[src/hdl/ttmt_pkg.sv]
// shared types and constants for the tick-to-microsecond timebase
// no dependencies; used by ttmt_div and tick_to_microsecond_timebase_top

package ttmt_pkg;

  // range limit for the reduced ratio: divisor and product stay below 2^RANGE_LIMIT_BITS
  localparam int unsigned RANGE_LIMIT_BITS = 38;

  // field widths
  localparam int unsigned OP_W      = 2;
  localparam int unsigned TIME_W    = 64;
  localparam int unsigned FREQ_W    = 32;
  localparam int unsigned RATE_W    = 30;
  localparam int unsigned CFG_IDX_W = 1;
  localparam int unsigned DIV_CNT_W = 6;

  // reset values of the configuration registers
  localparam logic [FREQ_W-1:0] FREQ_RESET = 32'd10000000;
  localparam logic [RATE_W-1:0] RATE_RESET = 30'd1000000;

  // request operations
  typedef enum logic [OP_W-1:0] {
    OP_SAMPLE = 2'd0,
    OP_ADD    = 2'd1,
    OP_START  = 2'd2,
    OP_READ   = 2'd3
  } op_t;

  // configuration register indexes
  typedef enum logic [CFG_IDX_W-1:0] {
    CFG_COUNTER_FREQ = 1'b0,
    CFG_TARGET_RATE  = 1'b1
  } cfg_idx_t;

  // odd factors tried during ratio reduction
  typedef enum logic [1:0] {
    FAC_3 = 2'd0,
    FAC_5 = 2'd1,
    FAC_7 = 2'd2
  } fac_t;

  // sequencer states
  typedef enum logic [3:0] {
    ST_IDLE,
    ST_SMP_LO,
    ST_SMP_HI,
    ST_SMP_ADD,
    ST_DIV_GO,
    ST_DIV_WAIT,
    ST_FAC_TWO,
    ST_FAC_NUM,
    ST_FAC_DIV,
    ST_FAC_CHK,
    ST_RNG_MUL,
    ST_RNG_CHK,
    ST_RESULT
  } state_t;

  // divider status seen by the sequencer
  typedef struct packed {
    logic busy;
    logic done;
  } div_stat_t;

  // multiplicative inverse of the factor modulo 2^32
  function automatic logic [31:0] fac_inv(fac_t f);
    logic [31:0] v;
    unique case (f)
      FAC_3:   v = 32'hAAAA_AAAB;
      FAC_5:   v = 32'hCCCC_CCCD;
      FAC_7:   v = 32'hB6DB_6DB7;
      default: v = 32'h0000_0001;
    endcase
    return v;
  endfunction

  // largest quotient (2^32-1)/f: n*inv mod 2^32 at or below it means f divides n
  function automatic logic [31:0] fac_lim(fac_t f);
    logic [31:0] v;
    unique case (f)
      FAC_3:   v = 32'h5555_5555;
      FAC_5:   v = 32'h3333_3333;
      FAC_7:   v = 32'h2492_4924;
      default: v = 32'h0000_0000;
    endcase
    return v;
  endfunction

endpackage

[src/hdl/ttmt_div.sv]
// iterative restoring divider, 64-bit dividend by 32-bit divisor, one bit a cycle
// depends on ttmt_pkg

module ttmt_div (
  input  logic                            clk,
  input  logic                            rst_n,
  input  logic                            start,
  input  logic [ttmt_pkg::TIME_W-1:0]     dividend,
  input  logic [ttmt_pkg::FREQ_W-1:0]     divisor,
  output logic [ttmt_pkg::TIME_W-1:0]     quotient,
  output ttmt_pkg::div_stat_t             stat
);

  logic [ttmt_pkg::TIME_W-1:0]    q_r;
  logic [ttmt_pkg::FREQ_W-1:0]    rem_r;
  logic [ttmt_pkg::DIV_CNT_W-1:0] cnt_r;
  logic                           busy_r;
  logic                           done_r;

  logic [ttmt_pkg::FREQ_W:0]      rem_sh;
  logic [ttmt_pkg::FREQ_W:0]      diff;
  logic                           ge;

  // one restoring step: shift in the next dividend bit, subtract if it fits
  always_comb begin
    rem_sh = {rem_r, q_r[ttmt_pkg::TIME_W-1]};
    ge     = rem_sh >= {1'b0, divisor};
    diff   = rem_sh - {1'b0, divisor};
  end

  // control
  always_ff @(posedge clk) begin
    if (!rst_n) begin
      busy_r <= 1'b0;
      done_r <= 1'b0;
      cnt_r  <= '0;
    end else begin
      done_r <= 1'b0;
      if (start) begin
        busy_r <= 1'b1;
        cnt_r  <= '0;
      end else if (busy_r) begin
        cnt_r <= cnt_r + ttmt_pkg::DIV_CNT_W'(1);
        if (cnt_r == '1) begin
          busy_r <= 1'b0;
          done_r <= 1'b1;
        end
      end
    end
  end

  // quotient and remainder
  always_ff @(posedge clk) begin
    if (start) begin
      q_r   <= dividend;
      rem_r <= '0;
    end else if (busy_r) begin
      q_r   <= {q_r[ttmt_pkg::TIME_W-2:0], ge};
      rem_r <= ge ? diff[ttmt_pkg::FREQ_W-1:0] : rem_sh[ttmt_pkg::FREQ_W-1:0];
    end
  end

  assign quotient  = q_r;
  assign stat.busy = busy_r;
  assign stat.done = done_r;

endmodule

[src/hdl/tick_to_microsecond_timebase_top.sv]
// tick-to-microsecond timebase: sequencer, shared 32x32 multiplier and state registers
// depends on ttmt_pkg and ttmt_div

// Converts raw free-running counter readings into elapsed time units. A start
// request captures the zero point and loads target_rate/counter_freq, then reduces
// the ratio by 2, 3, 5 and 7 and halves it until divisor and product fit the range
// limit. A sample request returns ((counter - zero) * numerator mod 2^64) / divisor
// and caches it; add and read requests return the cached value, and every result
// also carries that value plus the wrapping offset. One request is worked at a
// time and in_stall is high meanwhile; a finished result waits in the output
// register while the next request is taken. A sample runs through the accept,
// two passes through the shared 32x32 multiplier plus an add, a divider start,
// 64 one-bit steps of the restoring divider, storing the quotient and the result
// state; add and read go from the accept to the result state. A start runs the
// reduction loop between the accept and the result state: a test per factor of 2,
// multiplies of numerator and divisor by the inverse and a check per odd factor
// tried, a multiply and a check per range check. The result state repeats while
// the output register holds an unaccepted result; config writes are always taken.

module tick_to_microsecond_timebase_top (
  input  logic                              clk,
  input  logic                              rst_n,
  input  logic                              in_valid,
  output logic                              in_stall,
  input  logic [ttmt_pkg::OP_W-1:0]         in_op,
  input  logic [ttmt_pkg::TIME_W-1:0]       in_counter_value,
  input  logic [ttmt_pkg::TIME_W-1:0]       in_offset_add,
  output logic                              out_valid,
  input  logic                              out_stall,
  output logic [ttmt_pkg::TIME_W-1:0]       out_realtime_us,
  output logic [ttmt_pkg::TIME_W-1:0]       out_time_us,
  input  logic                              cfg_valid,
  output logic                              cfg_ready,
  input  logic [ttmt_pkg::CFG_IDX_W-1:0]    cfg_index,
  input  logic [ttmt_pkg::FREQ_W-1:0]       cfg_data
);

  ttmt_pkg::state_t               state_r, state_nxt;
  ttmt_pkg::fac_t                 fac_r;

  logic [ttmt_pkg::FREQ_W-1:0]    freq_r;
  logic [ttmt_pkg::RATE_W-1:0]    rate_r;
  logic [ttmt_pkg::RATE_W-1:0]    num_r;
  logic [ttmt_pkg::FREQ_W-1:0]    div_r;
  logic [ttmt_pkg::TIME_W-1:0]    zero_r;
  logic [ttmt_pkg::TIME_W-1:0]    offset_r;
  logic [ttmt_pkg::TIME_W-1:0]    cached_r;

  logic [ttmt_pkg::TIME_W-1:0]    delta_r;
  logic [ttmt_pkg::TIME_W-1:0]    acc_r;
  logic [ttmt_pkg::TIME_W-1:0]    mul_r;
  logic [ttmt_pkg::FREQ_W-1:0]    tq_r;

  logic                           out_valid_r;
  logic [ttmt_pkg::TIME_W-1:0]    out_real_r;
  logic [ttmt_pkg::TIME_W-1:0]    out_time_r;

  logic [ttmt_pkg::FREQ_W-1:0]    mul_a;
  logic [ttmt_pkg::FREQ_W-1:0]    mul_b;
  logic                           div_start;
  logic [ttmt_pkg::TIME_W-1:0]    div_quot;
  ttmt_pkg::div_stat_t            div_stat;

  logic                           in_take;
  logic                           out_load;
  logic                           both_zero;
  logic                           two_hit;
  logic                           fac_hit;
  logic                           rng_over;
  logic [ttmt_pkg::FREQ_W-1:0]    lim;

  // handshakes
  assign in_take   = in_valid && !in_stall;
  assign out_load  = !out_valid_r || !out_stall;
  assign cfg_ready = 1'b1;

  // reduction conditions
  always_comb begin
    lim       = ttmt_pkg::fac_lim(fac_r);
    both_zero = (num_r == '0) && (div_r == '0);
    two_hit   = !num_r[0] && !div_r[0];
    fac_hit   = (tq_r <= lim) && (mul_r[ttmt_pkg::FREQ_W-1:0] <= lim);
    rng_over  = (({{ttmt_pkg::FREQ_W{1'b0}}, div_r} >> ttmt_pkg::RANGE_LIMIT_BITS) != '0)
             || ((mul_r >> ttmt_pkg::RANGE_LIMIT_BITS) != '0);
  end

  // next state
  always_comb begin
    state_nxt = state_r;
    unique case (state_r)
      ttmt_pkg::ST_IDLE: begin
        if (in_take) begin
          unique case (ttmt_pkg::op_t'(in_op))
            ttmt_pkg::OP_SAMPLE: state_nxt = ttmt_pkg::ST_SMP_LO;
            ttmt_pkg::OP_START:  state_nxt = ttmt_pkg::ST_FAC_TWO;
            ttmt_pkg::OP_ADD:    state_nxt = ttmt_pkg::ST_RESULT;
            ttmt_pkg::OP_READ:   state_nxt = ttmt_pkg::ST_RESULT;
            default:             state_nxt = ttmt_pkg::ST_RESULT;
          endcase
        end
      end
      ttmt_pkg::ST_SMP_LO:  state_nxt = ttmt_pkg::ST_SMP_HI;
      ttmt_pkg::ST_SMP_HI:  state_nxt = ttmt_pkg::ST_SMP_ADD;
      ttmt_pkg::ST_SMP_ADD: state_nxt = ttmt_pkg::ST_DIV_GO;
      ttmt_pkg::ST_DIV_GO:  state_nxt = ttmt_pkg::ST_DIV_WAIT;
      ttmt_pkg::ST_DIV_WAIT: begin
        if (div_stat.done) state_nxt = ttmt_pkg::ST_RESULT;
      end
      ttmt_pkg::ST_FAC_TWO: begin
        priority if (both_zero) state_nxt = ttmt_pkg::ST_RNG_MUL;
        else if (two_hit)       state_nxt = ttmt_pkg::ST_FAC_TWO;
        else                    state_nxt = ttmt_pkg::ST_FAC_NUM;
      end
      ttmt_pkg::ST_FAC_NUM: state_nxt = ttmt_pkg::ST_FAC_DIV;
      ttmt_pkg::ST_FAC_DIV: state_nxt = ttmt_pkg::ST_FAC_CHK;
      ttmt_pkg::ST_FAC_CHK: begin
        priority if (fac_hit)               state_nxt = ttmt_pkg::ST_FAC_TWO;
        else if (fac_r == ttmt_pkg::FAC_7)  state_nxt = ttmt_pkg::ST_RNG_MUL;
        else                                state_nxt = ttmt_pkg::ST_FAC_NUM;
      end
      ttmt_pkg::ST_RNG_MUL: state_nxt = ttmt_pkg::ST_RNG_CHK;
      ttmt_pkg::ST_RNG_CHK: begin
        if (rng_over) state_nxt = ttmt_pkg::ST_FAC_TWO;
        else          state_nxt = ttmt_pkg::ST_RESULT;
      end
      ttmt_pkg::ST_RESULT: begin
        if (out_load) state_nxt = ttmt_pkg::ST_IDLE;
      end
      default: state_nxt = ttmt_pkg::ST_IDLE;
    endcase
  end

  // sequencer outputs: stall, multiplier operands, divider start
  always_comb begin
    in_stall  = (state_r != ttmt_pkg::ST_IDLE);
    div_start = (state_r == ttmt_pkg::ST_DIV_GO);
    mul_a     = '0;
    mul_b     = '0;
    unique case (state_r)
      ttmt_pkg::ST_SMP_LO: begin
        mul_a = delta_r[ttmt_pkg::FREQ_W-1:0];
        mul_b = {2'b00, num_r};
      end
      ttmt_pkg::ST_SMP_HI: begin
        mul_a = delta_r[ttmt_pkg::TIME_W-1:ttmt_pkg::FREQ_W];
        mul_b = {2'b00, num_r};
      end
      ttmt_pkg::ST_FAC_NUM: begin
        mul_a = {2'b00, num_r};
        mul_b = ttmt_pkg::fac_inv(fac_r);
      end
      ttmt_pkg::ST_FAC_DIV: begin
        mul_a = div_r;
        mul_b = ttmt_pkg::fac_inv(fac_r);
      end
      ttmt_pkg::ST_RNG_MUL: begin
        mul_a = {2'b00, num_r};
        mul_b = div_r;
      end
      default: begin
        mul_a = '0;
        mul_b = '0;
      end
    endcase
  end

  // state register
  always_ff @(posedge clk) begin
    if (!rst_n) state_r <= ttmt_pkg::ST_IDLE;
    else        state_r <= state_nxt;
  end

  // configuration registers
  always_ff @(posedge clk) begin
    if (!rst_n) begin
      freq_r <= ttmt_pkg::FREQ_RESET;
      rate_r <= ttmt_pkg::RATE_RESET;
    end else if (cfg_valid && cfg_ready) begin
      unique case (ttmt_pkg::cfg_idx_t'(cfg_index))
        ttmt_pkg::CFG_COUNTER_FREQ: freq_r <= cfg_data;
        ttmt_pkg::CFG_TARGET_RATE:  rate_r <= cfg_data[ttmt_pkg::RATE_W-1:0];
        default: ;
      endcase
    end
  end

  // timebase state: ratio, zero point, offset, cache, factor pointer
  always_ff @(posedge clk) begin
    if (!rst_n) begin
      num_r    <= '0;
      div_r    <= {{(ttmt_pkg::FREQ_W-1){1'b0}}, 1'b1};
      zero_r   <= '0;
      offset_r <= '0;
      cached_r <= '0;
      fac_r    <= ttmt_pkg::FAC_3;
    end else begin
      unique case (state_r)
        ttmt_pkg::ST_IDLE: begin
          if (in_take) begin
            if (ttmt_pkg::op_t'(in_op) == ttmt_pkg::OP_ADD) begin
              offset_r <= offset_r + in_offset_add;
            end
            if (ttmt_pkg::op_t'(in_op) == ttmt_pkg::OP_START) begin
              num_r  <= rate_r;
              div_r  <= freq_r;
              zero_r <= in_counter_value;
            end
          end
        end
        ttmt_pkg::ST_DIV_WAIT: begin
          if (div_stat.done) cached_r <= div_quot;
        end
        ttmt_pkg::ST_FAC_TWO: begin
          if (!both_zero && two_hit) begin
            num_r <= num_r >> 1;
            div_r <= div_r >> 1;
          end
          fac_r <= ttmt_pkg::FAC_3;
        end
        ttmt_pkg::ST_FAC_CHK: begin
          priority if (fac_hit) begin
            num_r <= tq_r[ttmt_pkg::RATE_W-1:0];
            div_r <= mul_r[ttmt_pkg::FREQ_W-1:0];
          end else if (fac_r == ttmt_pkg::FAC_3) begin
            fac_r <= ttmt_pkg::FAC_5;
          end else if (fac_r == ttmt_pkg::FAC_5) begin
            fac_r <= ttmt_pkg::FAC_7;
          end
        end
        ttmt_pkg::ST_RNG_CHK: begin
          if (rng_over) begin
            num_r <= num_r >> 1;
            div_r <= div_r >> 1;
          end
        end
        default: ;
      endcase
    end
  end

  // shared multiplier and sample datapath
  always_ff @(posedge clk) begin
    mul_r <= {{ttmt_pkg::FREQ_W{1'b0}}, mul_a} * {{ttmt_pkg::FREQ_W{1'b0}}, mul_b};
    if (in_take) delta_r <= in_counter_value - zero_r;
    if (state_r == ttmt_pkg::ST_SMP_HI) acc_r <= mul_r;
    if (state_r == ttmt_pkg::ST_SMP_ADD) begin
      acc_r <= acc_r + {mul_r[ttmt_pkg::FREQ_W-1:0], {ttmt_pkg::FREQ_W{1'b0}}};
    end
    if (state_r == ttmt_pkg::ST_FAC_DIV) tq_r <= mul_r[ttmt_pkg::FREQ_W-1:0];
  end

  // divider
  ttmt_div u_div (
    .clk      (clk),
    .rst_n    (rst_n),
    .start    (div_start),
    .dividend (acc_r),
    .divisor  (div_r),
    .quotient (div_quot),
    .stat     (div_stat)
  );

  // output register
  always_ff @(posedge clk) begin
    if (!rst_n) begin
      out_valid_r <= 1'b0;
    end else if (state_r == ttmt_pkg::ST_RESULT && out_load) begin
      out_valid_r <= 1'b1;
    end else if (!out_stall) begin
      out_valid_r <= 1'b0;
    end
  end

  always_ff @(posedge clk) begin
    if (state_r == ttmt_pkg::ST_RESULT && out_load) begin
      out_real_r <= cached_r;
      out_time_r <= cached_r + offset_r;
    end
  end

  assign out_valid       = out_valid_r;
  assign out_realtime_us = out_real_r;
  assign out_time_us     = out_time_r;

  // a request is only taken while the divider is quiet
  a_take_div_idle: assert property (@(posedge clk) disable iff (!rst_n)
    !in_stall |-> !div_stat.busy)
    else $error("request taken while divider busy");

  // a zero divisor yields an all-ones quotient
  a_div_zero: assert property (@(posedge clk) disable iff (!rst_n)
    (div_stat.done && div_r == '0) |-> (div_quot == '1))
    else $error("zero divisor did not saturate quotient");

  // the odd factor check sees both products from the multiplier
  a_fac_order: assert property (@(posedge clk) disable iff (!rst_n)
    (state_r == ttmt_pkg::ST_FAC_CHK) |-> ($past(state_r) == ttmt_pkg::ST_FAC_DIV))
    else $error("factor check out of sequence");

endmodule

[config.mk]
export PLATFORM = sky130hd
export DESIGN_NAME = tick_to_microsecond_timebase_top
export DESIGN_NICKNAME = d
export VERILOG_FILES = /design/src/hdl/ttmt_pkg.sv /design/src/hdl/ttmt_div.sv /design/src/hdl/tick_to_microsecond_timebase_top.sv
export SDC_FILE = /design/constraint.sdc
export NUM_CORES = 2
export LEC_CHECK = 0
export BUFFER_PORTS_ARGS = -buffer_cell sky130_fd_sc_hd__buf_2
export CAP_MARGIN = 30
export CORE_MARGIN = 5
export CORE_UTILIZATION = 30
export DETAILED_ROUTE_END_ITERATION = 12
export GPL_ROUTABILITY_DRIVEN = 0
export GPL_TIMING_DRIVEN = 1
export PLACE_DENSITY = 0.53
export SLEW_MARGIN = 20
export SYNTH_ARGS = -nofsm -noshare
export SYNTH_HDL_FRONTEND = slang
export SYNTH_SLANG_ARGS = --single-unit
[constraint.sdc]
create_clock -name clk -period 13.2 [get_ports clk]
set_input_delay 0.66 -clock clk [delete_from_list [all_inputs] [get_ports clk]]
set_output_delay 0.66 -clock clk [all_outputs]
set_load 0.02 [all_outputs]
==> results.ini <==
[run_status]
outcome = finished clean

[synthesis]
seq_area_frac_synth = 0.250
ys.warnings.count = 0
syn_nets = 10400
synthCells = 8748
synth-async-reset-ratio = 0
synth_area_leaders = fa_1 24%, edfxtp_1 14%, dfxtp_1 11%
yosysUniqueCellTypes = 98
synth_area_um2 = 76500
synth-edff-count = 352
yosys_most_used_dff = dfxtp_1
avgSynthCellArea_um2 = 8.74
synth-seq-cells = 779
synth_top_area_cell = fa_1
synth_top_area_frac = 0.236

[drt]
num_vias = 65600
drt-total-wl_um = 292000
final_antenna_net_count = 0
drc = 0
dr.pass1.iters = 7
wl_met2_um = 127000
dr_wl_met3_um = 29400
wl_met1_um = 120000
via_per_inst = 5.35
maxUsedRoutingLayer = met5
wl_per_cell_um = 23.8
drt_iter0_markers = 6785

[clock_network]
htree_num_levels = 3
cts.repair.resized = 0
cts_buffer_depth = 3
cts_root_buffer = clkbuf_16
cts_tree = done
clk-insertion-delay-late_ps = 740
postCtsSetupBuffers = 0
hold_buffers = 0
cts_num_sinks = 779
cts_buffers = 86
clk_transition_reported_paths_ps = 60

[grt]
grt_first_pass_wirelength_um = 430000
grt-ovfl-total = 0
antenna_found_initial = 38
grt_max_degree = 131
first_global_vias = 65900
grt_use_total = 0.215

[worst_setup_path]
required_ps = 13770
cp.depth = 31
worst_path_dominant_cell_family = adder cells
worst_path_max_delay_cell = nor3b_1
path_buf_inv = 7
crit_type = register to register
worst_setup_path_start_kind = register
cp_common_cell = fa_1
crit_path_end_kind = register
reg2reg_depth = 31
max_stage_delay_ps = 700
crit_path_max_fanout = 34
cp.arrival_ps = 11730

[flow_run]
maxCapViolations = 0

[pwr]
p_per_area_nw_per_um2 = 152
p_leak_nw = 37.3
ir_drop_mv = 0.122

[timing]
drv_slew = 0
clock_skew_ps = 88.2
hold_viol = 0
finalSetupTns_ps = 0
maxSlewHeadroom = 0.284
fin_ws_ps = 2040
setup_viol = 0
finalCriticalPeriod_ps = 11160
timing.fmax_mhz = 89.6
rsz0062_at_grt = false
tightest_slew_ps = 1070
fin_crit_sh = 0.845

[floorplanning]
die_w_um = 515
io_pins = 299
core_um2 = 254000
fp-row-count = 185
chipHeight_um = 515
initial_core_util = 0.301
die_area_um2 = 265000

[worst_hold_path]
hold_depth = 3
min_path_type = primary input to register

[layout]
final_nets = 10500
drive_gt1_frac = 0.0788
syn_to_final_growth_pct = 11.4

[placed_design]
hpwl_um = 229000
preCtsSetupSlack_ps = 2280
io_buffers = 297

==> power by group <==
group          internal [mW]  switching (mW)  total, mW
Sequential              3.15           0.489       3.64
Clock                   1.49            1.11       2.61
Combinational           2.02            4.68       6.70
==> layer usage <==
layer,track usage,vias up
li1,-,29100
met1,0.281,32500
met2,0.333,3282
met3,0.0551,743
met4,0.0964,14
met5,0.00183,-
==> state kept, by name, indices dropped and copies added, names as in the netlist, 32 cells and up <==
register	flops
zero_r	64
freq_r	32
out_realtime_us	64
tq_r	32
cached_r	64
div_r	32
u_div.quotient	64
acc_r	64
u_div.rem_r	32
mul_r	64
out_time_us	64
delta_r	64
offset_r	64
==> cell families after synthesis <==
logic type | after synthesis | share of synthesized area
XOR/XNOR | 294 | 0.0337
adder cells (fa/ha/maj) | 1474 | 0.330
flip-flops | 779 | 0.250
AND/OR/NAND/NOR | 2935 | 0.165
buffers and inverters | 1576 | 0.0776
AO/OA/AOI/OAI | 1664 | 0.141
multiplexers | 25 | 0.00329
other | 1 | 0.0000490
==> through the flow <==
step	cells	util	hold WS (ps)	power, mW	area (um^2)
floorplan	8748	-	426	7.50	76500
global placement	12100	0.322	442	10.1	81900
detailed placement	12100	0.323	447	10.2	82000
CTS	12300	0.335	118	12.8	85100
global route	12300	0.335	158	13.6	85200
finish	12300	0.335	163	13.0	85200
==> path summary, 6_finish.rpt <==
| kind | from | endpoint | slack (ps) |
|---|---|---|---|
| worst min register to register | zero_r[29] | zero_r[29] | 450 |
| worst min-delay path | cfg_data[9] | rate_r[9] | 160 |
| worst max register to register | state_r[1] | mul_r[62] | 2040 |
| worst max-delay path | state_r[1] | mul_r[62] | 2040 |
==> cell type report <==
class                      instances  area [um^2]
fill                           26200       169000
multi-input combinational       6393        51700
sequential                       779        19100
tap                             3366         4210
inverter                        1083         4070
timing repair buffer             478         2960
clock buffer                     124         2570
clock inverter                    36          482
antenna                           16         40.0
==> placed cells by master (no fill, tap or decap), drive strengths merged, types with 43 or more instances in the layout <==
cell type	n
ha	573
buf	478
and3	43
a22o	59
a211oi	43
nand2	1542
o21bai	61
inv	1084
clkbuf	124
nor2b	48
o21ai	263
nand3	92
a21oi	611
fa	901
edfxtp	352
xor2	127
nand4	174
o31ai	85
dfxtp	427
a21o	223
nor2	747
nor3	61
xnor2	167
and2	65
==> worst reg2reg max path: cells and delay by family (launching register included) <==
family / cells / cell delay [ps]
AO/OA/AOI/OAI: 5 / 1700
XOR/XNOR: 1 / 160
adder cells (fa/ha/maj): 9 / 4390
buffers and inverters: 7 / 1770
flip-flops: 1 / 620
AND/OR/NAND/NOR: 9 / 2390
==> synthesized netlist by cell type, drive strengths merged, types with 42 or more instances <==
cell type	count
fa	901
and3	43
o21ai	263
clkbuf	470
nand3	92
nor2	747
xnor2	167
and2	65
a221oi	42
a22o	59
a21o	223
inv	1081
ha	573
a211oi	43
xor2	127
nand4	174
o21bai	61
nor2b	48
o31ai	85
dfxtp	427
a21oi	611
nand2	1542
nor3	61
edfxtp	352
(Power assumes the default switching activity.)
